`config.mk`:
```
export PLATFORM = sky130hd
export DESIGN_NAME = epa_sqrt_cell
export DESIGN_NICKNAME = d
export VERILOG_FILES = /design/src/design/epa_pkg.sv /design/src/design/epa_sqrt_cell.sv
export SDC_FILE = /design/constraint.sdc
export NUM_CORES = 1
export LEC_CHECK = 0
export BUFFER_PORTS_ARGS = -buffer_cell sky130_fd_sc_hd__buf_4
export CAP_MARGIN = 25
export CORE_AREA = 3 3 154 156
export DETAILED_ROUTE_END_ITERATION = 10
export DIE_AREA = 0 0 157 159
export PLACE_DENSITY_LB_ADDON = 0.2
export SYNTH_ARGS = -nofsm -noshare
export SYNTH_HDL_FRONTEND = slang
export SYNTH_SLANG_ARGS = --single-unit
```
`constraint.sdc`:
```
create_clock -name clk_i -period 0.8 [get_ports clk_i]
set_input_delay 0.12 -clock clk_i [delete_from_list [all_inputs] [get_ports clk_i]]
set_output_delay 0.12 -clock clk_i [all_outputs]
set_load 0.005 [all_outputs]
```
`src/design/epa_pkg.sv`:
```
// Shared types, widths and the arctangent table for the ellipse point block.
`timescale 1ns / 1ps

package epa_pkg;

  localparam int CordicStages = 16;
  localparam int SqrtStages   = 32;
  localparam int DivStages    = 31;
  localparam int NormSteps    = 6;

  localparam int AW  = 23;   // semi-axis
  localparam int CW  = 24;   // coordinate
  localparam int XW  = 32;   // CORDIC x/y
  localparam int ZW  = 34;   // CORDIC angle residual
  localparam int MW  = 29;   // |x|, |y|
  localparam int PW  = 52;   // axis * magnitude
  localparam int NW  = 64;   // normalizer word
  localparam int UW  = 31;   // normalized ratio term
  localparam int SRW = 35;   // sqrt partial remainder
  localparam int HW  = 32;   // sqrt root
  localparam int DRW = 33;   // divider partial remainder
  localparam int QW  = 31;   // quotient
  localparam int SW  = 5;    // CORDIC stage index

  localparam logic signed [XW-1:0] CordicX0 = XW'(268435456);

  typedef enum logic [1:0] {
    RegSemiA   = 2'd0,
    RegSemiB   = 2'd1,
    RegCenterX = 2'd2,
    RegCenterY = 2'd3
  } reg_idx_e;

  typedef struct packed {
    logic negx;
    logic negy;
    logic zero;
  } tag_t;

  typedef struct packed {
    logic signed [XW-1:0] x;
    logic signed [XW-1:0] y;
    logic signed [ZW-1:0] z;
    logic                 flip;
  } cord_t;

  typedef struct packed {
    logic [NW-1:0]  rad;
    logic [SRW-1:0] rem;
    logic [HW-1:0]  root;
    logic [UW-1:0]  u;
    logic [UW-1:0]  v;
    tag_t           tag;
  } sqrt_t;

  typedef struct packed {
    logic [HW-1:0]  h;
    logic [DRW-1:0] rp;
    logic [DRW-1:0] rq;
    logic [QW-1:0]  qp;
    logic [QW-1:0]  qq;
    tag_t           tag;
  } div_t;

  // atan(2^-i) in units of 2^-32 turn
  function automatic logic [29:0] atan_turns(input logic [SW-1:0] idx);
    logic [29:0] r;
    case (idx)
      5'd0:    r = 30'd536870912;
      5'd1:    r = 30'd316933406;
      5'd2:    r = 30'd167458907;
      5'd3:    r = 30'd85004755;
      5'd4:    r = 30'd42667332;
      5'd5:    r = 30'd21354465;
      5'd6:    r = 30'd10679838;
      5'd7:    r = 30'd5340245;
      5'd8:    r = 30'd2670163;
      5'd9:    r = 30'd1335087;
      5'd10:   r = 30'd667544;
      5'd11:   r = 30'd333772;
      5'd12:   r = 30'd166886;
      5'd13:   r = 30'd83443;
      5'd14:   r = 30'd41722;
      5'd15:   r = 30'd20861;
      5'd16:   r = 30'd10430;
      5'd17:   r = 30'd5215;
      5'd18:   r = 30'd2608;
      5'd19:   r = 30'd1304;
      5'd20:   r = 30'd652;
      5'd21:   r = 30'd326;
      5'd22:   r = 30'd163;
      5'd23:   r = 30'd81;
      default: r = 30'd0;
    endcase
    return r;
  endfunction

endpackage

```
`src/design/epa_sqrt_cell.sv`:
```
// One root bit of the pipelined integer square root.
`timescale 1ns / 1ps

module epa_sqrt_cell import epa_pkg::*; (
  input  logic  clk_i,
  input  logic  rst_ni,
  input  logic  en_i,
  input  logic  valid_i,
  input  sqrt_t d_i,
  output logic  valid_o,
  output sqrt_t d_o
);

  logic [SRW-1:0] pre, trial;
  sqrt_t          d_d, d_q;
  logic           valid_q;

  always_comb begin
    pre   = {d_i.rem[SRW-3:0], d_i.rad[NW-1:NW-2]};
    trial = {1'b0, d_i.root, 2'b01};
    d_d   = d_i;
    d_d.rad = {d_i.rad[NW-3:0], 2'b00};
    if (pre >= trial) begin
      d_d.rem  = pre - trial;
      d_d.root = {d_i.root[HW-2:0], 1'b1};
    end else begin
      d_d.rem  = pre;
      d_d.root = {d_i.root[HW-2:0], 1'b0};
    end
  end

  always_ff @(posedge clk_i or negedge rst_ni) begin
    if (!rst_ni) begin
      valid_q <= 1'b0;
    end else if (en_i) begin
      valid_q <= valid_i;
    end
  end

  always_ff @(posedge clk_i) begin
    if (en_i) begin
      d_q <= d_d;
    end
  end

  assign valid_o = valid_q;
  assign d_o     = d_q;

endmodule

```
==> impl.org <==
** Worst setup path
- Along the worst path, the maximum fanout reaches 6.
- Data on the critical path is required at its endpoint by slightly below 1 ns.
- The endpoint identified for the worst register-to-register timing path is valid_o.
- Setup slack on the worst reg-to-reg path comes out at -0.09 ns.
- STA classifies the critical path endpoint as a register.
- Counting cells, the worst reg-to-reg path comes to 2.
- Critical path type :: in -> reg
- Start point of the critical path :: d_i[83]
- Arrival time of the worst setup path :: 2.35 ns
- The worst setup path is launched from a primary input.
- Source of the worst register-to-register timing path :: valid_o

** Route
- DR vias/cell :: between 4 and 5
- Final ANT Viol Nets :: 0
- Vias after detailed routing :: 7440
- For this block, the routed nets add up to approximately 29000 um of wire.
- In the routed design, unresolved DRC markers number 0.
- The detailed router finished its first iteration with between 400 and 500 violations.
- The first TritonRoute pass finished after 5 iterations.
- After detailed routing, the average wire length per cell comes to 18.5 um.

** Power and ir drop
- Final Total Pwr :: slightly below 30 mW
- Leakage :: ~7 nW
- In this run the power density over the cells is between 1500 and 2000 nW/um^2.
- VDD sags by at most 0.00157 V.

** Clocking
- CTS sink count :: between 150 and 200
- Number of hold buffers added after cts :: approximately 160
- The clock reaches the later pin of the worst-skew pair after about 0.42 ns.
- Buffer levels on the longest clock path :: 2
- TritonCTS built the clock tree.
- After clock tree synthesis, the clock-pin slew on the worst setup and hold paths is 0.08 ns.
- Cell chosen for the clock root :: clkbuf_16
- The H-tree was split into 4 levels.
- CTS buffer count :: 17

** Timing
- Final Max Slew Viols :: 0
- Post-route clock skew :: 0 ns
- Static timing analysis puts the maximum clock frequency at ~460 MHz.
- Worst hold slack across all endpoints :: slightly above 0.006 ns
- Dividing the final minimum period by the clock period gives 272%.
- Count of final hold-check violations :: 0
- After layout, the worst setup slack is -1.38 ns.
- Setup repair after global routing could not meet its margin everywhere.
- Setup violations remaining at the end of the flow were counted as 232.
- Final worst path period need :: 2.18 ns

** Yosys
- The mapped netlist covers slightly above 8000 um^2.
- Number of synthesized flops with an enable pin :: 194
- By area, the combinational part of the netlist is dominated by compound AO/OA/AOI/OAI gates.
- Dominant register cell in the synthesized netlist :: edfxtp_1
- Fraction of the mapped netlist area in compound gates :: 9.72%
- Share of synthesized area occupied by flip-flops and latches :: a little over two thirds
- Post-synth cell types :: just over 60
- Multiplexer cells account for a little over 2% of the synthesized area.
- After synthesis the netlist holds a flip-flop and latch count of a little under 200.
- Synth Warn # :: 0
- Of the total synthesized cell area, the portion taken by XOR and XNOR cells is approximately 3.3%.
- Post-synthesis adder-cell area fraction :: under 10%
- Post-synthesis instance total :: between 500 and 600
- Post-synth ARST share :: less than 1%
- Synthesized area per cell :: roughly 15 um^2
- After Yosys synthesis, and, or, nand and nor cells account for around 6.3% of the synthesized area.

** Status
- Violations in the final reports :: setup timing
- The flow ran to the end, but the final reports show violations.

** Placement
- Detailed placement ended at an HPWL of between 20000 and 25000 um.
- Number of buffers added on ports :: ~390
- At the end of routability-driven placement, the weighted congestion stood at 0.840.
- Number of cells in the design after placement :: about 1400
- Once placement finished, the instance area stood at approximately 13000 um^2.
- OpenSTA, run right after detailed placement, puts the worst setup slack at -1.85 ns.

** Floorplanning
- Count of boundary I/O pins :: 397
- Core box area :: about 23000 um^2
- From left edge to right edge, the die measures between 150 and 200 um.
- The floorplan step defined a die boundary enclosing about 25000 um^2.
- The floorplan has 55 rows.
- Once the floorplan was initialized, standard cells occupied 36.9% of the core.
- From bottom edge to top edge, the die measures between 150 and 200 um.

** Cells and area
- Final nets :: between 1500 and 2000
- The post-route netlist has between 50% and 60% of its cells at a drive strength greater than 1.
- Relative to the synthesized area, the layout overhead comes to 94.6%.
- Once layout is complete, the cells apart from fillers number ~1600.
- Diode insertion count for antenna repair :: 0
- The finished cells cover 16200 um^2.

** Worst hold path
- The worst hold path was traced through 2 stages.
- Hold Path Sink :: d_o[125]
- Hold Path Class :: in -> reg
- Startpoint of the worst hold path :: d_i[123]

** Global routing
- Global routing used 22.1% of the available tracks across all layers.
- Sum of overflow across all layers after global routing :: 0
- The first global-routing pass estimated between 40000 and 50000 um of wire.
- Entering global routing, the biggest net connects 53 pins.
- The number of global-route vias before repair is slightly below 8000.
- The initial antenna violation count came to 0.

** Run
- Across the run, the number of max-cap violations was 0.
==> power breakdown <==
group          leakage, nW  switching, mW  internal (mW)
Sequential            1.91          0.398           12.4
Clock                0.285           4.28           4.47
Combinational         4.78           2.97           4.61
Total                 6.97           7.65           21.5
==> flip-flops by register name (all words and copies together) (netlist names) <==
register  cells
valid_o       1
d_o         194
==> worst max path at each step <==
stage                     to  slack [ns]  cells past startpoint
floorplan           d_o[100]       -1.44                     11
global placement    d_o[119]       -1.76                     11
detailed placement  d_o[125]       -1.85                     11
CTS                 d_o[119]       -1.32                     11
global route        d_o[106]       -1.46                     12
finish              d_o[101]       -1.38                     12
==> critical path, stage by stage <==
cell      delay [ns]
buf_4           0.09
inv_1           0.07
ha_4            0.29
and4_4          0.23
nand2b_4        0.05
or3_4           0.34
a211oi_4        0.29
o31ai_4         0.10
o21ai_4         0.20
buf_6           0.15
buf_8           0.12
mux2_4          0.29
==> metrics by stage <==
stage,util (%),setup TNS (ns)
after CTS,69.1,-99.20
after global routing,71.9,-110.30
final,71.9,-99.45
after global placement,57.6,-84.29
after detailed placement,57.6,-85.86
after floorplan,-,-48.11
==> synthesized netlist by cell type (3+ instances only) <==
| master | n | area, um^2 |
|---|---|---|
| xor2_1 | 10 | 87.6 |
| a31oi_1 | 3 | 18.8 |
| o211ai_1 | 5 | 37.5 |
| a21oi_2 | 4 | 35.0 |
| a211oi_1 | 3 | 22.5 |
| nand4_1 | 9 | 56.3 |
| and3_1 | 5 | 31.3 |
| nor2b_1 | 4 | 25.0 |
| a311oi_1 | 3 | 26.3 |
| buf_4 | 5 | 37.5 |
| mux2_2 | 7 | 78.8 |
| a21o_1 | 8 | 60.1 |
| inv_1 | 46 | 173 |
| o21bai_1 | 3 | 22.5 |
| o21a_1 | 3 | 22.5 |
| o31a_1 | 3 | 26.3 |
| edfxtp_1 | 194 | 5830 |
| o21ai_0 | 20 | 100 |
| or3_1 | 4 | 25.0 |
| nor3_1 | 10 | 50.1 |
| mux2_1 | 4 | 45.0 |
| xnor2_1 | 21 | 184 |
| nor2_1 | 45 | 169 |
| ha_1 | 34 | 425 |
| nand2_1 | 20 | 75.1 |
| mux2i_1 | 3 | 30.0 |
| buf_2 | 4 | 20.0 |
| a21oi_1 | 46 | 230 |
| nor4_1 | 3 | 18.8 |
==> logic make-up (layout without fill, tap and decap cells) <==
logic type | Yosys count | in the layout
buffers and inverters | 59 | 792
XOR/XNOR | 31 | 31
other | 1 | 2
AND/OR/NAND/NOR | 110 | 110
multiplexers | 15 | 15
AO/OA/AOI/OAI | 121 | 121
adder cells (fa/ha/maj) | 34 | 34
flip-flops | 195 | 195
==> final cells by class <==
| class | instances | area (um^2) |
|---|---|---|
| well taps | 285 | 357 |
| clock inverters | 14 | 169 |
| multi-input cells | 313 | 2760 |
| clock buffers | 17 | 425 |
| inverters | 46 | 195 |
| repair buffers | 715 | 6430 |
| flip-flops and latches | 195 | 5850 |
| fillers | 1498 | 6320 |
==> cells in the final DEF, fill, tap and decap left out, types with 5 or more instances in the layout <==
cell type / Yosys / final
a21o_1: 8 / 8
buf_6: 2 / 118
dlygate4sd3_1: 0 / 164
nand2_1: 20 / 19
buf_4: 5 / 413
a21oi_2: 4 / 26
ha_4: 0 / 16
nor3_1: 10 / 7
inv_1: 46 / 37
nor2_2: 0 / 6
and3_1: 5 / 5
xor2_1: 10 / 10
nand4_1: 9 / 9
ha_1: 34 / 17
clkbuf_16: 0 / 19
buf_8: 0 / 9
mux2_4: 1 / 10
nor2_4: 0 / 13
o211ai_1: 5 / 5
xnor2_1: 21 / 20
edfxtp_1: 194 / 194
a21oi_1: 46 / 22
o21ai_0: 20 / 15
buf_12: 0 / 8
inv_8: 0 / 5
nor2_1: 45 / 26
==> routing by layer <==
metal  vias to the layer above  wire [um]  share of wire (%)  global-route usage (%)
li1                       3570          -                  -                       -
met1                      3513      10900                 37                    25.6
met2                       314      15500                 53                    39.8
met3                        43       2110                7.2                    5.52
met4                         0        905                3.1                    7.04
met5                         -          0                  0                       0
==> repair_timing <==
item                                   in CTS  in global routing
setup buffers                               8                 10
setup endpoints to repair                 231                231
endpoints found under the hold margin     171                  2
gates cloned                                0                  2
gates resized for setup                    67                136
pin swaps                                   2                  6
Power figures use the tool's default switching activity.
