==> src/design/epa_pkg.sv <==
// Shared types, widths and the arctangent table for the ellipse point block.
`timescale 1ns / 1ps

package epa_pkg;

  localparam int CordicStages = 16;
  localparam int SqrtStages   = 32;
  localparam int DivStages    = 31;
  localparam int NormSteps    = 6;

  localparam int AW  = 23;   // semi-axis
  localparam int CW  = 24;   // coordinate
  localparam int XW  = 32;   // CORDIC x/y
  localparam int ZW  = 34;   // CORDIC angle residual
  localparam int MW  = 29;   // |x|, |y|
  localparam int PW  = 52;   // axis * magnitude
  localparam int NW  = 64;   // normalizer word
  localparam int UW  = 31;   // normalized ratio term
  localparam int SRW = 35;   // sqrt partial remainder
  localparam int HW  = 32;   // sqrt root
  localparam int DRW = 33;   // divider partial remainder
  localparam int QW  = 31;   // quotient
  localparam int SW  = 5;    // CORDIC stage index

  localparam logic signed [XW-1:0] CordicX0 = XW'(268435456);

  typedef enum logic [1:0] {
    RegSemiA   = 2'd0,
    RegSemiB   = 2'd1,
    RegCenterX = 2'd2,
    RegCenterY = 2'd3
  } reg_idx_e;

  typedef struct packed {
    logic negx;
    logic negy;
    logic zero;
  } tag_t;

  typedef struct packed {
    logic signed [XW-1:0] x;
    logic signed [XW-1:0] y;
    logic signed [ZW-1:0] z;
    logic                 flip;
  } cord_t;

  typedef struct packed {
    logic [NW-1:0]  rad;
    logic [SRW-1:0] rem;
    logic [HW-1:0]  root;
    logic [UW-1:0]  u;
    logic [UW-1:0]  v;
    tag_t           tag;
  } sqrt_t;

  typedef struct packed {
    logic [HW-1:0]  h;
    logic [DRW-1:0] rp;
    logic [DRW-1:0] rq;
    logic [QW-1:0]  qp;
    logic [QW-1:0]  qq;
    tag_t           tag;
  } div_t;

  // atan(2^-i) in units of 2^-32 turn
  function automatic logic [29:0] atan_turns(input logic [SW-1:0] idx);
    logic [29:0] r;
    case (idx)
      5'd0:    r = 30'd536870912;
      5'd1:    r = 30'd316933406;
      5'd2:    r = 30'd167458907;
      5'd3:    r = 30'd85004755;
      5'd4:    r = 30'd42667332;
      5'd5:    r = 30'd21354465;
      5'd6:    r = 30'd10679838;
      5'd7:    r = 30'd5340245;
      5'd8:    r = 30'd2670163;
      5'd9:    r = 30'd1335087;
      5'd10:   r = 30'd667544;
      5'd11:   r = 30'd333772;
      5'd12:   r = 30'd166886;
      5'd13:   r = 30'd83443;
      5'd14:   r = 30'd41722;
      5'd15:   r = 30'd20861;
      5'd16:   r = 30'd10430;
      5'd17:   r = 30'd5215;
      5'd18:   r = 30'd2608;
      5'd19:   r = 30'd1304;
      5'd20:   r = 30'd652;
      5'd21:   r = 30'd326;
      5'd22:   r = 30'd163;
      5'd23:   r = 30'd81;
      default: r = 30'd0;
    endcase
    return r;
  endfunction

endpackage

==> src/design/epa_cordic_cell.sv <==
// One CORDIC rotation stage of the angle pipeline.
`timescale 1ns / 1ps

module epa_cordic_cell import epa_pkg::*; (
  input  logic          clk_i,
  input  logic          rst_ni,
  input  logic          en_i,
  input  logic [SW-1:0] stage_i,
  input  logic          valid_i,
  input  cord_t         d_i,
  output logic          valid_o,
  output cord_t         d_o
);

  logic signed [XW-1:0] xs, ys;
  logic signed [ZW-1:0] at;
  cord_t                d_d, d_q;
  logic                 valid_q;

  always_comb begin
    xs  = d_i.x >>> stage_i;
    ys  = d_i.y >>> stage_i;
    at  = signed'(ZW'(atan_turns(stage_i)));
    d_d = d_i;
    if (!d_i.z[ZW-1]) begin
      d_d.x = d_i.x - ys;
      d_d.y = d_i.y + xs;
      d_d.z = d_i.z - at;
    end else begin
      d_d.x = d_i.x + ys;
      d_d.y = d_i.y - xs;
      d_d.z = d_i.z + at;
    end
  end

  always_ff @(posedge clk_i or negedge rst_ni) begin
    if (!rst_ni) begin
      valid_q <= 1'b0;
    end else if (en_i) begin
      valid_q <= valid_i;
    end
  end

  always_ff @(posedge clk_i) begin
    if (en_i) begin
      d_q <= d_d;
    end
  end

  assign valid_o = valid_q;
  assign d_o     = d_q;

endmodule

==> config.mk <==
export PLATFORM = sky130hd
export DESIGN_NAME = epa_cordic_cell
export DESIGN_NICKNAME = d
export VERILOG_FILES = /design/src/design/epa_pkg.sv /design/src/design/epa_cordic_cell.sv
export SDC_FILE = /design/constraint.sdc
export NUM_CORES = 1
export LEC_CHECK = 0
export ABC_AREA = 1
export BUFFER_PORTS_ARGS = -buffer_cell sky130_fd_sc_hd__buf_2
export CAP_MARGIN = 5
export CORE_UTILIZATION = 30
export CTS_BUF_LIST = sky130_fd_sc_hd__clkbuf_8
export DETAILED_ROUTE_END_ITERATION = 6
export MAX_ROUTING_LAYER = met4
export PLACE_DENSITY = 0.54
export SLEW_MARGIN = 20
export SYNTH_ARGS = -nofsm -noshare
export SYNTH_HDL_FRONTEND = slang
export SYNTH_SLANG_ARGS = --single-unit
==> constraint.sdc <==
create_clock -name clk_i -period 1.6 [get_ports clk_i]
set_input_delay 0.32 -clock clk_i [delete_from_list [all_inputs] [get_ports clk_i]]
set_output_delay 0.32 -clock clk_i [all_outputs]
set_load 0.1 [all_outputs]
==> metrics.txt, run 1 <==
drt first pass iters 6; die height 223 um; Max IR drop VDD 879 uV; Max-Cap Viols 0; r2r startpoint valid_o; Num CTS Buffers 9; Initial Util 0.306; Die W 223 um; Hold Path Class input port to register; Worst-Skew Late Latency 460 ps; clk_skew 0 ps; CTS sink cnt 100; most common cell after layout, fill and taps aside buf_4; WHS Path Cells 2; Final Hold Vio Count 0; status finished, violations left; die footprint 49800 um^2; adder-cell share of the synthesized area 0.0946; Syn Std Cell Area 14700 um^2; Worst Path Arrival 4070 ps; leakage power 12.9 nW; Sw Share 0.532; Sequential Power Share 0.163; share of cells above drive strength 1 0.485; Routability Congestion 0.962; combinational family with the most area after synthesis simple AND/OR/NAND/NOR gates; clock network power share 0.074; Power, Total 0.0251 W; Yosys reg bits 100; Port Buffers 207; mux contribution to synthesized area 0.00145; async set or reset register ratio after synthesis 0.0100; pwr dens 971 nW/um^2; Post-synth EDFFs 99; Internal Power 0.0118 W; CTS tree yes; largest net degree at the start of global routing 45; setup violators final 97; DRT antenna net count 0; final WL 65300 um; R2R Path End valid_o; CTS clk-pin slew, worst paths 120 ps; register area share after synthesis 0.205; post-DP HPWL 51800 um; Tcrit/Tclk final 2.41; initial antenna violation count 0; count of cell types in the netlist 48; Relative slew margins 0.670; Placed Instances 3813; Peak Freq 0.259 GHz; worst-path maximum fanout 22; failing checks setup timing; Post-Synth Simple-Gate Area 0.395; post-synthesis compound-gate area fraction 0.117; fillers 4656; Core ar. 47900 um^2; Root Buffer clkbuf_8; slack of the critical path -2260 ps; ant diodes 0; CP startpoint kind input port; DRT iter0 DRCs 1129; total global routing track utilization 0.262; P_sw 0.0133 W; CP endpoint kind register; most frequent cells in the layout 753 x buf_4, 633 x nand2_1, 229 x nand3_1; Post-Synth XOR/XNOR Area 0.0962; # DRC 0; crit path time final 3860 ps; routed len/inst 16.6 um; Hold Path Origin valid_i; worst r2r path cells 1; Synth warnings 0; RSZ-0062 raised after global routing yes; WP data required 1810 ps; Vias 19.4k; max-slew violations 0; synth-to-layout area growth 76.4%; Logic pwr share 0.763; htree depth 3; Post-Syn Nets 2582; Avg Cell Area, Syn 6.20 um^2; Mapped Cells 2365; DR vias/cell 4.94; GR Overflow Total 0; io pins 208; Synth Flop Type edfxtp_1; number of global-route vias before repair 19.2k; worst reg-to-reg setup slack 840 ps; first-pass GRT wire length 99400 um; worst hold endpoint valid_o; Setup Crit Path Kind input port to register; CTS Buffer Depth 2; row count 80; NumNets Final 3521; Reg area 3000 um^2; Tightest Pin Transition 498 ps; area of the multi-input gates 13100 um^2; post-route insts no fill 3924; Layout Utilization 0.539
## cells by family (layout without fill, tap and decap cells)
family / count (synthesis) / after routing
simple gates: 1366 / 1366
buf+inv: 323 / 1267
compound gates: 304 / 304
xor+xnor: 161 / 161
fa+ha+maj: 109 / 109
flops: 100 / 100
mux: 2 / 2
## repair_timing
item	CTS	global route
cloned	10	1
hold endpoints to repair	2	0
pin swaps	133	70
setup endpoints to repair	115	111
gates resized for setup	386	205
setup buffers	67	16
hold buffers	2	0
## worst max-delay path by stage
stage	slack (ps)	endpoint	start	cells past startpoint
2_1_floorplan	-2210	d_o[31]	stage_i[0]	27
3_3_place_gp	-2930	d_o[65]	stage_i[0]	29
3_5_place_dp	-2980	d_o[65]	stage_i[0]	29
4_1_cts	-2110	d_o[65]	stage_i[0]	28
5_1_grt	-2420	d_o[63]	stage_i[0]	29
6_report	-2260	d_o[63]	stage_i[0]	28
## synth_stat cells, drive strengths merged, types with 4 or more instances
master,n,area [um^2]
nand2,794,3040
nand3,338,1700
inv,244,916
nor2,183,759
a21oi,123,616
xor2,112,981
ha,106,1330
o21ai,102,514
edfxtp,99,2970
buf,58,343
xnor2,49,429
nor3,22,110
clkbuf,20,75.1
a31oi,19,119
nand4,15,93.8
o21a,15,113
o211ai,10,75.1
a21o,8,60.1
nor4,8,50.1
a211oi,5,37.5
o21bai,4,30.0
## power by group through the flow
stage	registers [W]	clock network [W]	logic, W
after floorplan	0.00933	0	0.00568
after global routing	0.00416	0.00203	0.0203
final	0.00409	0.00186	0.0191
after detailed placement	0.00415	0	0.0168
after global placement	0.00415	0	0.0168
after CTS	0.00410	0.00195	0.0184
## through the flow
step	worst slack, ps	hold slack [ps]	TNS [ps]	instance area (um^2)
6_report	-2260	81.2	-161120	25900
5_1_grt	-2420	59.8	-177500	25900
4_1_cts	-2110	42.8	-153360	24900
3_5_place_dp	-2980	96.8	-231060	22300
3_3_place_gp	-2930	94.8	-229180	22300
2_1_floorplan	-2210	24.4	-155910	15300
## sequential cells by signal (all words and copies together), names as in the netlist
name     cells
d_o         99
valid_o      1
## metal layers
metal	global-route usage	vias up	part of all wire
met4	0.0854	0	0.030
met3	0.0236	114	0.043
met2	0.469	527	0.52
li1	-	9691	-
met1	0.306	9069	0.41
met5	-	-	0
## critical path, cell delays in order
cell and delay, ps:
buf_16 130, buf_16 170, nand2_2 80, buf_4 100, nand3_1 110, nand3_2 130, nand2_1 60, nand2_1 80
nand2_1 110, nand2_1 90, nand2_1 80, inv_1 80, nand2_1 90, nor2_2 150, nand2_2 110, o21ai_4 210
buf_6 120, buf_4 90, xor2_1 60, ha_1 390, buf_6 130, nand2_2 70, nor3_4 210, o211ai_1 210
o2111ai_2 150, a21o_1 260, a21oi_2 80, xor2_1 160
## final cells by class
| cell class | instances | area share |
|---|---|---|
| Tap cell | 615 | 0.0298 |
| Inverter | 245 | 0.0369 |
| Multi-Input combinational cell | 1942 | 0.507 |
| Clock inverter | 7 | 0.00310 |
| Clock buffer | 9 | 0.00479 |
| Timing Repair Buffer | 1006 | 0.303 |
| Sequential cell | 100 | 0.116 |
Note: power is estimated with default switching activity, not from simulation.
==> inputs of run 2 (changes only) <==
--- a/config.mk
+++ b/config.mk
@@ -8,11 +8,13 @@
 export ABC_AREA = 1
 export BUFFER_PORTS_ARGS = -buffer_cell sky130_fd_sc_hd__buf_2
 export CAP_MARGIN = 5
+export CELL_PAD_IN_SITES_DETAIL_PLACEMENT = 2
+export CELL_PAD_IN_SITES_GLOBAL_PLACEMENT = 2
 export CORE_UTILIZATION = 30
 export CTS_BUF_LIST = sky130_fd_sc_hd__clkbuf_8
 export DETAILED_ROUTE_END_ITERATION = 6
 export MAX_ROUTING_LAYER = met4
-export PLACE_DENSITY = 0.54
+export PLACE_DENSITY = 0.86
 export SLEW_MARGIN = 20
 export SYNTH_ARGS = -nofsm -noshare
 export SYNTH_HDL_FRONTEND = slang
==> run 2 against run 1 <==
  * The run now fails in clock tree synthesis
  * Synthesized cell count is the same
  * Synthesized area unchanged
==> metrics.txt, run 2 <==
status did not finish; Stopped at clock tree synthesis; First Err [ERROR DPL-0033] detailed placement checks failed during check placement.; # hold bufs at CTS 2; Post-Synth Simple-Gate Area 0.395; count of cell types in the netlist 48; Num CTS Buffers 9; Port Buffers 207; most instantiated cells after synthesis 771 x nand2_1, 336 x nand3_1, 223 x inv_1; most frequent cell after synthesis nand2_1; Placed Instances 3798; Avg Cell Area, Syn 6.20 um^2; Yosys reg bits 100; combinational family with the most area after synthesis simple AND/OR/NAND/NOR gates; CTS-repair resized insts 607; area post-placement 22000 um^2; Synth Flop Type edfxtp_1; adder-cell share of the synthesized area 0.0946; Post-Synth XOR/XNOR Area 0.0962; Die W 223 um; register area share after synthesis 0.205; die height 223 um; async set or reset register ratio after synthesis 0.0100; Initial Util 0.306; Syn Std Cell Area 14700 um^2; htree depth 3; Synth warnings 0; Root Buffer clkbuf_8; Post-synth EDFFs 99; post-DP HPWL 86700 um; Post-CTS Setup Bufs 68; post-synthesis compound-gate area fraction 0.117; io pins 208; leading area contributor after synthesis edfxtp_1; Synth top area share 0.203; Synth area leaders edfxtp_1 20%, nand2_1 20%, nand3_1 11%; Mapped Cells 2365; Routability Congestion 1.04; CTS sink cnt 100; Post-Syn Nets 2582; mux contribution to synthesized area 0.00145; row count 80; CTS Buffer Depth 2
-- run 2: cell families after synthesis --
group | count (synthesis)
xor gates and xnor gates | 161
buffers and inverters | 323
DFF | 100
and+or+nand+nor | 1366
adders and majority gates | 109
AOI/OAI and AO/OA | 304
muxes | 2
-- run 2: stage by stage --
stage	worst slack [ps]	util
global placement	-2910	0.460
floorplan	-2210	-
detailed placement	-3950	0.460
==> inputs of run 3 (changes only) <==
--- a/config.mk
+++ b/config.mk
@@ -8,13 +8,9 @@
 export ABC_AREA = 1
 export BUFFER_PORTS_ARGS = -buffer_cell sky130_fd_sc_hd__buf_2
 export CAP_MARGIN = 5
-export CELL_PAD_IN_SITES_DETAIL_PLACEMENT = 2
-export CELL_PAD_IN_SITES_GLOBAL_PLACEMENT = 2
-export CORE_UTILIZATION = 30
-export CTS_BUF_LIST = sky130_fd_sc_hd__clkbuf_8
+export CORE_UTILIZATION = 20
 export DETAILED_ROUTE_END_ITERATION = 6
-export MAX_ROUTING_LAYER = met4
-export PLACE_DENSITY = 0.86
+export PLACE_DENSITY_LB_ADDON = 0.15
 export SLEW_MARGIN = 20
 export SYNTH_ARGS = -nofsm -noshare
 export SYNTH_HDL_FRONTEND = slang
==> run 3 against run 2 <==
  * The flow now finishes, with violations (setup timing)
==> metrics.txt, run 3 (synthesis gave the netlist of run 1 again) <==
io pins 208; R2R Path End valid_o; Place WS -3140 ps; Tightest Pin Transition 508 ps; Max-Cap Viols 0; max-slew violations 0; die footprint 74400 um^2; Tcrit/Tclk final 2.50; worst-path maximum fanout 9; Setup Crit Path Kind input port to register; worst reg-to-reg setup slack 860 ps; Port Buffers 207; final WL 72400 um; leakage power 13.5 nW; Critical Path Max Stage Delay 370 ps; CTS tree yes; Placed Instances 4185; WHS Path Cells 1; CP endpoint kind register; Root Buffer clkbuf_16; post-DP HPWL 58000 um; DRT iter0 DRCs 946; Die W 273 um; clk_skew 0 ps; WP data required 1750 ps; pwr dens 961 nW/um^2; GR Overflow Total 0; routed len/inst 16.7 um; post-route insts no fill 4339; CP startpoint kind input port; status finished, violations left; number of global-route vias before repair 20.0k; number of cells on the critical path 27; fillers 7610; # DRC 0; slack of the critical path -2410 ps; initial antenna violation count 1; Worst Path Arrival 4160 ps; crit path time final 4010 ps; Final Hold Vio Count 0; Power, Total 0.0266 W; Core ar. 72000 um^2; CTS sink cnt 100; Num CTS Buffers 9; Hold Path Class input port to register; Relative slew margins 0.664; Crit-path slowest cell ha_1; htree depth 3; CP startpoint stage_i[0]; share of cells above drive strength 1 0.533; worst r2r path cells 1; Peak Freq 0.250 GHz; drt first pass iters 5; total global routing track utilization 0.190; r2r startpoint valid_o; worst path bufs/invs 7; DR vias/cell 4.47; Max IR drop VDD 786 uV; failing checks setup timing; max FFs per register 99; synth-to-layout area growth 89.2%; most frequent cells in the layout 809 x buf_4, 595 x nand2_1, 202 x buf_2; NumNets Final 3600; Crit path max-delay family simple AND/OR/NAND/NOR gates; row count 98; Vias 19.4k; RSZ-0062 raised after global routing yes; Initial Util 0.204; CTS clk-pin slew, worst paths 80 ps; setup violators final 98; CTS Buffer Depth 2; largest net degree at the start of global routing 37; most common cell after layout, fill and taps aside buf_4; die height 273 um; Routability Congestion 0.909; DRT antenna net count 0; Worst-Skew Late Latency 390 ps; Critical Path End d_o[65]; first-pass GRT wire length 110000 um
## run 3: worst min-delay path by stage
stage	start	endpoint	slack (ps)
after floorplan	rst_ni	valid_o	20
after global placement	rst_ni	valid_o	90
after detailed placement	rst_ni	valid_o	100
after CTS	d_i[0]	d_o[0]	70
after global routing	d_i[0]	d_o[0]	90
final	d_i[0]	d_o[0]	110
## run 3: routing by layer
layer,GRT usage,up-vias,share of wire
met2,0.354,364,0.52
met4,0.0625,0,0.033
met1,0.225,9102,0.42
met5,0,-,0
met3,0.0168,91,0.027
li1,-,9858,-
## run 3: repair_timing
| item | CTS | global route |
|---|---|---|
| hold buffers | 1 | 0 |
| gates cloned | 11 | 0 |
| hold endpoints to repair | 1 | 0 |
| setup endpoints to repair | 99 | 98 |
| pin swaps | 189 | 140 |
| buffers inserted | 102 | 27 |
| gates resized for setup | 538 | 236 |
## run 3: where the power goes
part | switching [W] | internal, W | total, W
combinational | 0.0126 | 0.00761 | 0.0202
sequential | 0.000168 | 0.00392 | 0.00409
clock | 0.00114 | 0.00122 | 0.00236
total | 0.0139 | 0.0127 | 0.0266
## run 3: area by class of cell
| type | count | area, um^2 | share of cell area |
|---|---|---|---|
| diodes | 1 | 2.50 | 0.0000902 |
| clock buffers | 10 | 229 | 0.00826 |
| clock inverters | 6 | 65.1 | 0.00235 |
| inverters | 245 | 956 | 0.0345 |
| multi-input cells | 1942 | 14000 | 0.504 |
| flip-flops and latches | 100 | 3000 | 0.108 |
| well taps | 950 | 1190 | 0.0429 |
| repair buffers | 1085 | 8330 | 0.300 |
## run 3: through the flow
step	setup TNS [ps]	hold slack, ps	area (um^2)	util
after CTS	-172390	71.0	26500	0.368
after global placement	-235420	94.2	22900	0.318
after global routing	-191730	89.7	27700	0.385
after detailed placement	-234740	95.1	22900	0.318
final	-175690	106	27700	0.385
after floorplan	-155910	24.4	15300	-
