### config.mk
export PLATFORM = sky130hd
export DESIGN_NAME = epa_div_cell
export DESIGN_NICKNAME = d
export VERILOG_FILES = /design/src/design/epa_pkg.sv /design/src/design/epa_div_cell.sv
export SDC_FILE = /design/constraint.sdc
export NUM_CORES = 1
export LEC_CHECK = 0
export ABC_AREA = 0
export BUFFER_PORTS_ARGS = -buffer_cell sky130_fd_sc_hd__buf_2
export CORE_ASPECT_RATIO = 1.75
export CORE_MARGIN = 2
export CORE_UTILIZATION = 45
export CTS_BUF_LIST = sky130_fd_sc_hd__clkbuf_2 sky130_fd_sc_hd__clkbuf_4 sky130_fd_sc_hd__clkbuf_8
export DETAILED_ROUTE_END_ITERATION = 7
export PLACE_DENSITY_LB_ADDON = 0.3
export SYNTH_ARGS = -nofsm -noshare
export SYNTH_HDL_FRONTEND = slang
export SYNTH_SLANG_ARGS = --single-unit
### constraint.sdc
create_clock -name clk_i -period 1.93 [get_ports clk_i]
set_input_delay 0.2895 -clock clk_i [delete_from_list [all_inputs] [get_ports clk_i]]
set_output_delay 0.2895 -clock clk_i [all_outputs]
set_load 0.02 [all_outputs]
### src/design/epa_pkg.sv
// Shared types, widths and the arctangent table for the ellipse point block.
`timescale 1ns / 1ps

package epa_pkg;

  localparam int CordicStages = 16;
  localparam int SqrtStages   = 32;
  localparam int DivStages    = 31;
  localparam int NormSteps    = 6;

  localparam int AW  = 23;   // semi-axis
  localparam int CW  = 24;   // coordinate
  localparam int XW  = 32;   // CORDIC x/y
  localparam int ZW  = 34;   // CORDIC angle residual
  localparam int MW  = 29;   // |x|, |y|
  localparam int PW  = 52;   // axis * magnitude
  localparam int NW  = 64;   // normalizer word
  localparam int UW  = 31;   // normalized ratio term
  localparam int SRW = 35;   // sqrt partial remainder
  localparam int HW  = 32;   // sqrt root
  localparam int DRW = 33;   // divider partial remainder
  localparam int QW  = 31;   // quotient
  localparam int SW  = 5;    // CORDIC stage index

  localparam logic signed [XW-1:0] CordicX0 = XW'(268435456);

  typedef enum logic [1:0] {
    RegSemiA   = 2'd0,
    RegSemiB   = 2'd1,
    RegCenterX = 2'd2,
    RegCenterY = 2'd3
  } reg_idx_e;

  typedef struct packed {
    logic negx;
    logic negy;
    logic zero;
  } tag_t;

  typedef struct packed {
    logic signed [XW-1:0] x;
    logic signed [XW-1:0] y;
    logic signed [ZW-1:0] z;
    logic                 flip;
  } cord_t;

  typedef struct packed {
    logic [NW-1:0]  rad;
    logic [SRW-1:0] rem;
    logic [HW-1:0]  root;
    logic [UW-1:0]  u;
    logic [UW-1:0]  v;
    tag_t           tag;
  } sqrt_t;

  typedef struct packed {
    logic [HW-1:0]  h;
    logic [DRW-1:0] rp;
    logic [DRW-1:0] rq;
    logic [QW-1:0]  qp;
    logic [QW-1:0]  qq;
    tag_t           tag;
  } div_t;

  // atan(2^-i) in units of 2^-32 turn
  function automatic logic [29:0] atan_turns(input logic [SW-1:0] idx);
    logic [29:0] r;
    case (idx)
      5'd0:    r = 30'd536870912;
      5'd1:    r = 30'd316933406;
      5'd2:    r = 30'd167458907;
      5'd3:    r = 30'd85004755;
      5'd4:    r = 30'd42667332;
      5'd5:    r = 30'd21354465;
      5'd6:    r = 30'd10679838;
      5'd7:    r = 30'd5340245;
      5'd8:    r = 30'd2670163;
      5'd9:    r = 30'd1335087;
      5'd10:   r = 30'd667544;
      5'd11:   r = 30'd333772;
      5'd12:   r = 30'd166886;
      5'd13:   r = 30'd83443;
      5'd14:   r = 30'd41722;
      5'd15:   r = 30'd20861;
      5'd16:   r = 30'd10430;
      5'd17:   r = 30'd5215;
      5'd18:   r = 30'd2608;
      5'd19:   r = 30'd1304;
      5'd20:   r = 30'd652;
      5'd21:   r = 30'd326;
      5'd22:   r = 30'd163;
      5'd23:   r = 30'd81;
      default: r = 30'd0;
    endcase
    return r;
  endfunction

endpackage

### src/design/epa_div_cell.sv
// One quotient bit of the two parallel restoring dividers.
`timescale 1ns / 1ps

module epa_div_cell import epa_pkg::*; (
  input  logic clk_i,
  input  logic rst_ni,
  input  logic en_i,
  input  logic valid_i,
  input  div_t d_i,
  output logic valid_o,
  output div_t d_o
);

  logic [DRW-1:0] hx, remp, remq;
  logic           bp, bq;
  div_t           d_d, d_q;
  logic           valid_q;

  always_comb begin
    hx   = {1'b0, d_i.h};
    bp   = d_i.rp >= hx;
    bq   = d_i.rq >= hx;
    remp = bp ? d_i.rp - hx : d_i.rp;
    remq = bq ? d_i.rq - hx : d_i.rq;
    d_d    = d_i;
    d_d.rp = {remp[DRW-2:0], 1'b0};
    d_d.rq = {remq[DRW-2:0], 1'b0};
    d_d.qp = {d_i.qp[QW-2:0], bp};
    d_d.qq = {d_i.qq[QW-2:0], bq};
  end

  always_ff @(posedge clk_i or negedge rst_ni) begin
    if (!rst_ni) begin
      valid_q <= 1'b0;
    end else if (en_i) begin
      valid_q <= valid_i;
    end
  end

  always_ff @(posedge clk_i) begin
    if (en_i) begin
      d_q <= d_d;
    end
  end

  assign valid_o = valid_q;
  assign d_o     = d_q;

endmodule

==> metrics.md, run 1 <==
| Metric | Value |
|---|---|
| Share of layout cells above drive strength 1 | `0.549` |
| Worst setup margin | `-676 ps` |
| Part of the power in combinational logic | `0.382` |
| Tmin final | `2610 ps` |
| Clk buf depth | `2` |
| Leading cell type in the layout, fill and taps excluded | `buf_2` |
| Reg2reg start | `valid_o` |
| Leak | `~7.1 nW` |
| Sw Share | `0.319` |
| Die X | `111 um` |
| Final Slew Violations | `0` |
| Most frequent cells in the layout | `buf_2 (312), buf_4 (212), edfxtp_1 (161)` |
| Clock share of power | `0.236` |
| Vias/cell | `5.33` |
| DRC viols | `0` |
| NetSw | `0.00375 W` |
| Largest family of logic cells by synthesized area | `compound AO/OA/AOI/OAI gates` |
| Cell count after synthesis | `774` |
| Slew margin rel. | `0.661` |
| Reg area | `4860 um^2` |
| Synth Area in Compound Gates | `0.142` |
| Dpl cells | `between 1,500 and 2,000` |
| Design Power | `0.0118 W` |
| Boundary Pins | `331` |
| CTS tree | `done` |
| Syn avg cell area | `11.7 um^2` |
| Synth top area share | `0.535` |
| Place WS | `-1320 ps` |
| RSZ-0062 raised after global routing | `yes` |
| Hold path startpoint | `valid_i` |
| Synth warn | `0` |
| Core area | `19,700 um^2` |
| Antenna viol nets, final | `0` |
| Synthesis-to-finish area growth | `73.5%` |
| Initial core utilization | `0.458` |
| Vias in the first global route | `9,575` |
| Type of the worst min-delay path | `primary input to flip-flop` |
| Multi-input gate area | `4910 um^2` |
| CTS sink count | `162` |
| Die ar. | `21,300 um^2` |
| RR Endpoint | `valid_o` |
| Seq pwr share | `0.382` |
| Worst R2R Path Depth | `1` |
| Number of flops mapped to enable cells by yosys | `161` |
| Least-Margin Pin Slew | `a little under 500 ps` |
| DP Wirelength | `22,200 um` |
| First-pass GRT wire length | `49,700 um` |
| Final Non-Filler Cells | `1,698` |
| Final hold vios | `0` |
| Port Buffers | `326` |
| DRT Wirelength | `approximately 34,000 um` |
| Drt initial violations | `570` |
| Initial antenna violation count | `3` |
| Async set-or-reset flop fraction in the synthesized netlist | `0.00617` |
| GR Overflow Total | `0` |
| VDD IR max | `~0.7 mV` |
| Pre-antenna DRT Iters | `5` |
| Die height | `192 um` |
| Layout net count | `between 1,500 and 2,000` |
| WS Path Type | `primary input to flip-flop` |
| Hold Crit Depth | `2` |
| Vias | `9,054` |
| CTS Buf Count | `17` |
| Period utilisation layout | `1.35` |
| H-tree Lvls | `4` |
| Mux cell area share after synthesis | `0.0433` |
| Synth area leader | `edfxtp_1` |
| Synth top area cells | `edfxtp_1 (53%), ha_1 (8.9%), mux2_1 (3.4%), o21ai_0 (3.2%), a21oi_1 (3.0%)` |
| Clock Tree Root | `clkbuf_8` |
| Design internal power | `0.00800 W` |
| Register area share after synthesis | `0.537` |
| Synth unique cells | `56` |
| Post-Synth Adder-Cell Area | `0.0930` |
| Max-cap violations | `0` |
| Flop2flop setup slack | `1180 ps` |
| Post-synthesis xor/xnor area fraction | `0.0571` |
| Clk slew on worst S/H paths | `100 ps` |
| Final Skew | `0 ps` |
| Hold endpoint | `valid_o` |
| Total Negative Setup Slacks | `-33,480 ps` |
| Primary FF master, synth | `edfxtp_1` |
| Arrival time worst endpoint | `2830 ps` |
| Final Setup Violations | `66` |
| Worst setup SP type | `primary input` |
| Simple-gate area share of the yosys netlist | `0.0920` |
| WL per Instance | `19.9 um` |
| Crit-path max FO | `6` |
| Gr usage total | `0.304` |
| Worst skew pair latency | `470 ps` |
| Fmax achieved | `384 MHz` |
| Violated checks | `negative setup slack` |
| Cell row count | `68` |
| Post-synthesis register bit count | `162` |
| Gpl congestion | `0.896` |
| CP Data Required Time | `2150 ps` |
| Largest net degree at the start of global routing | `62` |
| Critical Path End Type | `flip-flop` |
| Fill cells | `~1,200` |
| Status | `finished, violations left` |
| P per Cell Area | `749 nW/um^2` |
| Synthesized area | `around 9000 um^2` |
worst max-delay path by stage:
stage               startpoint      end  cells after the start
floorplan             d_i[149]  d_o[90]                     13
global placement       d_i[65]  d_o[92]                     13
detailed placement    d_i[136]  d_o[97]                     13
CTS                    d_i[65]  d_o[96]                     13
global route          d_i[137]  d_o[96]                     14
finish                d_i[149]  d_o[96]                     14
power by group through the flow:
stage	Clock (W)	Sequential [W]	Combinational (W)
3_3_place_gp	0	0.00454	0.00334
2_1_floorplan	0	0.00508	0.00141
6_report	0.00277	0.00449	0.00450
4_1_cts	0.00279	0.00448	0.00420
5_1_grt	0.00292	0.00452	0.00476
3_5_place_dp	0	0.00455	0.00339
metrics by stage:
step,cell area (um^2),utilization,hold WS (ps)
after CTS,15200,0.773,15.9
after global placement,12700,0.643,68.8
after floorplan,9380,-,-6.09
after global routing,15700,0.794,38.3
after detailed placement,12700,0.643,70.3
final,15700,0.795,44.7
cell type report:
cell class | count | share of cell area
inverters | 49 | 0.0157
well taps | 245 | 0.0195
clock inverters | 13 | 0.0116
multi-input cells | 538 | 0.313
clock buffers | 19 | 0.0159
diodes | 3 | 0.000479
repair buffers | 669 | 0.314
flip-flops and latches | 162 | 0.310
sequential cells by signal (all words and copies together) (netlist names):
signal and flops:
d_o 161, valid_o 1
critical path: stages:
cell,delay [ps]
buf_12,110
inv_12,40
ha_4,190
a21o_1,200
a21o_1,160
a21o_1,180
a221oi_2,280
o21ai_2,120
a31oi_2,220
a21oi_4,90
a2111oi_4,250
buf_4,220
clkbuf_16,170
mux2_4,300
layer usage:
layer	part of all wire	global-route usage
met4	0.068	0.206
met1	0.34	0.296
met3	0.049	0.0501
met2	0.55	0.580
met5	0.00039	0
kinds of logic (layout without fill, tap and decap cells):
family,Yosys count,in the layout
mux,35,35
buf+inv,76,750
compound gates,202,202
simple gates,173,174
xor+xnor,59,59
other cells,1,5
flops,162,162
fa+ha+maj,66,66
repair_timing:
item	in CTS	in global routing
resized for setup	160	95
cloned	11	1
setup buffers	28	18
hold buffers	91	0
endpoints found under the hold margin	91	0
pin swaps	53	61
setup endpoints to repair	66	66
cells in the mapped netlist, types with 3 or more instances:
cell type  number
a211oi_1        3
a21o_1         27
a21oi_1        54
a31oi_1        12
and2_1          3
and3_1          6
buf_6           3
clkbuf_1       21
edfxtp_1      161
ha_1           64
inv_1          49
mux2_1         27
mux2_2          6
nand2_1        64
nand2b_1        9
nand3_1        13
nand4_1        14
nor2_1         30
nor2b_1        13
nor3_1          6
nor4_1          3
o2111ai_1       3
o211ai_1        5
o21a_1          3
o21ai_0        57
o21ai_1         4
o21bai_1        6
o221ai_1        3
o31a_1          4
or3_1           5
xnor2_1        30
xor2_1         29
No activity file was read; power rests on OpenSTA's default activity.
==> run 2, diff against run 1 <==
--- a/config.mk
+++ b/config.mk
@@ -11,3 +11,3 @@
 export CORE_MARGIN = 2
-export CORE_UTILIZATION = 45
+export CORE_UTILIZATION = 40
 export CTS_BUF_LIST = sky130_fd_sc_hd__clkbuf_2 sky130_fd_sc_hd__clkbuf_4 sky130_fd_sc_hd__clkbuf_8
--- a/constraint.sdc
+++ b/constraint.sdc
@@ -3,2 +3,2 @@
 set_output_delay 0.2895 -clock clk_i [all_outputs]
-set_load 0.02 [all_outputs]
+set_load 0.05 [all_outputs]
==> metrics.md, run 2 (synthesis gave the netlist of run 1 again) <==
| Metric | Value |
|---|---|
| Status | `finished, violations left` |
| Violated checks | `negative setup slack` |
| Met1 usage | `0.240 (-0.0557)` |
| Die ar. | `23,900 um^2 (+12%)` |
| Synthesis-to-finish area growth | `73.6%` |
| Tmin final | `2530 ps (-71.4 ps)` |
| Worst skew pair latency | `480 ps (about the same)` |
| Worst setup margin | `-605 ps (+71.4 ps)` |
| Largest net degree at the start of global routing | `52 (-16%)` |
| Critical Path End Type | `flip-flop` |
| DP Wirelength | `22,300 um (+0.69%)` |
| GR Overflow Total | `0 (unchanged)` |
| Die X | `118 um (+5.8%)` |
| DRT Wirelength | `32,200 um (-4.5%)` |
| Final Setup Violations | `65 (-1.5%)` |
| CP Data Required Time | `2170 ps (+20 ps)` |
| Reg2reg start | `valid_o` |
| P per Cell Area | `780 nW/um^2 (+4.1%)` |
| Design Power | `0.0123 W (+4.2%)` |
| Core area | `22,200 um^2 (+12%)` |
| Initial antenna violation count | `7 (+4)` |
| Vias | `8,888 (-1.8%)` |
| VDD IR max | `0.466 mV (-33%)` |
| Finished Cell Area | `15,700 um^2 (+0.10%)` |
| Crit. path cell count | `15 (+1)` |
| Multi-input gate area | `4970 um^2 (+1.3%)` |
| CTS tree | `done` |
| Clk slew on worst S/H paths | `90 ps (about the same)` |
| Worst setup SP type | `primary input` |
| WL per Instance | `18.4 um (-7.4%)` |
| Die height | `203 um (+5.9%)` |
| CP max stage delay | `300 ps (about the same)` |
| Arrival time worst endpoint | `2780 ps (-50 ps)` |
| Gpl congestion | `0.915 (+2.0%)` |
| Final hold vios | `0 (unchanged)` |
| Crit-path max FO | `8 (+2)` |
| Layout net count | `1,670 (unchanged)` |
| Cell row count | `72 (+5.9%)` |
| Most frequent cells in the layout | `buf_2 (311), buf_4 (222), edfxtp_1 (161)` |
| Final Slew Violations | `0 (unchanged)` |
| CTS sink count | `162 (unchanged)` |
| RSZ-0062 raised after global routing | `yes` |
| Gr usage total | `0.257 (-0.0472)` |
| Leak | `7.05 nW (-0.38%)` |
| Boundary Pins | `331 (unchanged)` |
| Cells along the critical path | `buf_2 > inv_1 > ha_1 > or2_2 > a22o_1 > o21ai_4 > o21ai_4 > o21ai_2 > or3_4 > a21oi_4 > a2111oi_4 > buf_6 > buf_12 > buf_12 > mux2_4` |
| DRC viols | `0 (unchanged)` |
| Vias/cell | `5.08 (-4.8%)` |
| Fmax achieved | `395 MHz (+2.8%)` |
| Period utilisation layout | `1.31 (-0.0370)` |
| WS Path Type | `primary input to flip-flop` |
| Vias in the first global route | `9,175 (-4.2%)` |
| Routing usage on met2 | `0.497 (-0.0836)` |
| Type of the worst min-delay path | `primary input to flip-flop` |
| Slew margin rel. | `0.644 (-0.0170)` |
| GRT met3 Usage | `0.0452 (-0.00487)` |
| Flop2flop setup slack | `1160 ps (-20 ps)` |
| Fin util | `0.709 (-0.0861)` |
| Worst Setup EP | `d_o[71]` |
| Clk buf depth | `2 (unchanged)` |
| Area after DPL | `12,700 um^2 (+0.23%)` |
| Drt initial violations | `479 (-16%)` |
| Max FFs per register | `161 (unchanged)` |
| Port Buffers | `326 (unchanged)` |
| CP max-delay cell | `or2_2` |
| Antenna viol nets, final | `0 (unchanged)` |
| GR peak layer | `met2` |
| Least-Margin Pin Slew | `520 ps (+24.8 ps)` |
| Fill cells | `1,642 (+34%)` |
| H-tree Lvls | `4 (unchanged)` |
| CTS Buf Count | `17 (unchanged)` |
| Clock Tree Root | `clkbuf_8` |
| Max-cap violations | `0 (unchanged)` |
| Critical path startpoint | `d_i[136]` |
| Share of layout cells above drive strength 1 | `0.548 (-0.00138)` |
| First-pass GRT wire length | `47,000 um (-5.5%)` |
| Final Skew | `0 ps (unchanged)` |
| Buf/Inv on CP | `5 (+1)` |
| Reg area | `4860 um^2 (unchanged)` |
| Critical path's top delay family | `compound AO/OA/AOI/OAI gates` |
| RR Endpoint | `valid_o` |
| Initial core utilization | `0.408 (-0.0501)` |
| Worst R2R Path Depth | `1 (unchanged)` |
| Leading cell type in the layout, fill and taps excluded | `buf_2` |
| Pre-antenna DRT Iters | `5 (unchanged)` |
[run 2: cell count changes in the layout (fill, tap and decap cells not counted), moves of 6 or more]
cell	before	now
o21ai_1	11	18
buf_4	212	222
o21ai_2	29	23
ha_4	26	32
ha_1	36	30
nand2_1	48	39
nand2_4	7	13
buf_6	28	21
[run 2: power by group]
part	internal, W	switching (W)
combinational	0.00213	0.00313
sequential	0.00437	0.000110
clock	0.00118	0.00133
[run 2: worst min-delay path, stage by stage]
cell     delay [ps]
buf_2           100
nand2_2          50
o21ai_2          40
[run 2: routing by layer]
metal  part of all wire  up-vias  wire (um)
met5            0.00056        -         18
met2               0.55      318      17800
met4              0.066        4       2140
met3              0.043      105       1390
met1               0.34     4244      10900
li1                   -     4217          -
[run 2: timing repair]
action | CTS | global route
endpoints found under the hold margin | 94 | 1
hold buffers | 94 | 1
pin swaps | 52 | 33
gates resized for setup | 147 | 111
gates cloned | 5 | 3
setup endpoints to repair | 66 | 66
setup buffers | 34 | 14
[run 2: worst min path at each step]
stage                   from  endpoint  cells after the start
detailed placement    rst_ni   valid_o                      1
global route        d_i[125]  d_o[126]                      3
CTS                 d_i[132]  d_o[132]                      1
finish              d_i[125]  d_o[126]                      3
floorplan             rst_ni   valid_o                      0
global placement      rst_ni   valid_o                      1
[run 2: final cells by class]
type | count | share of cell area
antenna | 5 | 0.000797
clock buffer | 18 | 0.0154
clock inverter | 14 | 0.00996
inverter | 49 | 0.0159
multi-input combinational | 537 | 0.317
sequential | 162 | 0.310
tap | 296 | 0.0236
timing repair buffer | 670 | 0.308
[run 2: metrics by stage]
step	hold slack, ps	TNS, ps	std cells	worst slack (ps)
6_report	97.8	-30610	1751	-605
5_1_grt	91.1	-37320	1749	-714
4_1_cts	12.5	-28680	1735	-603
3_5_place_dp	79.3	-75830	1572	-1320
3_3_place_gp	79.7	-73330	1572	-1270
2_1_floorplan	-6.09	-52530	775	-1030
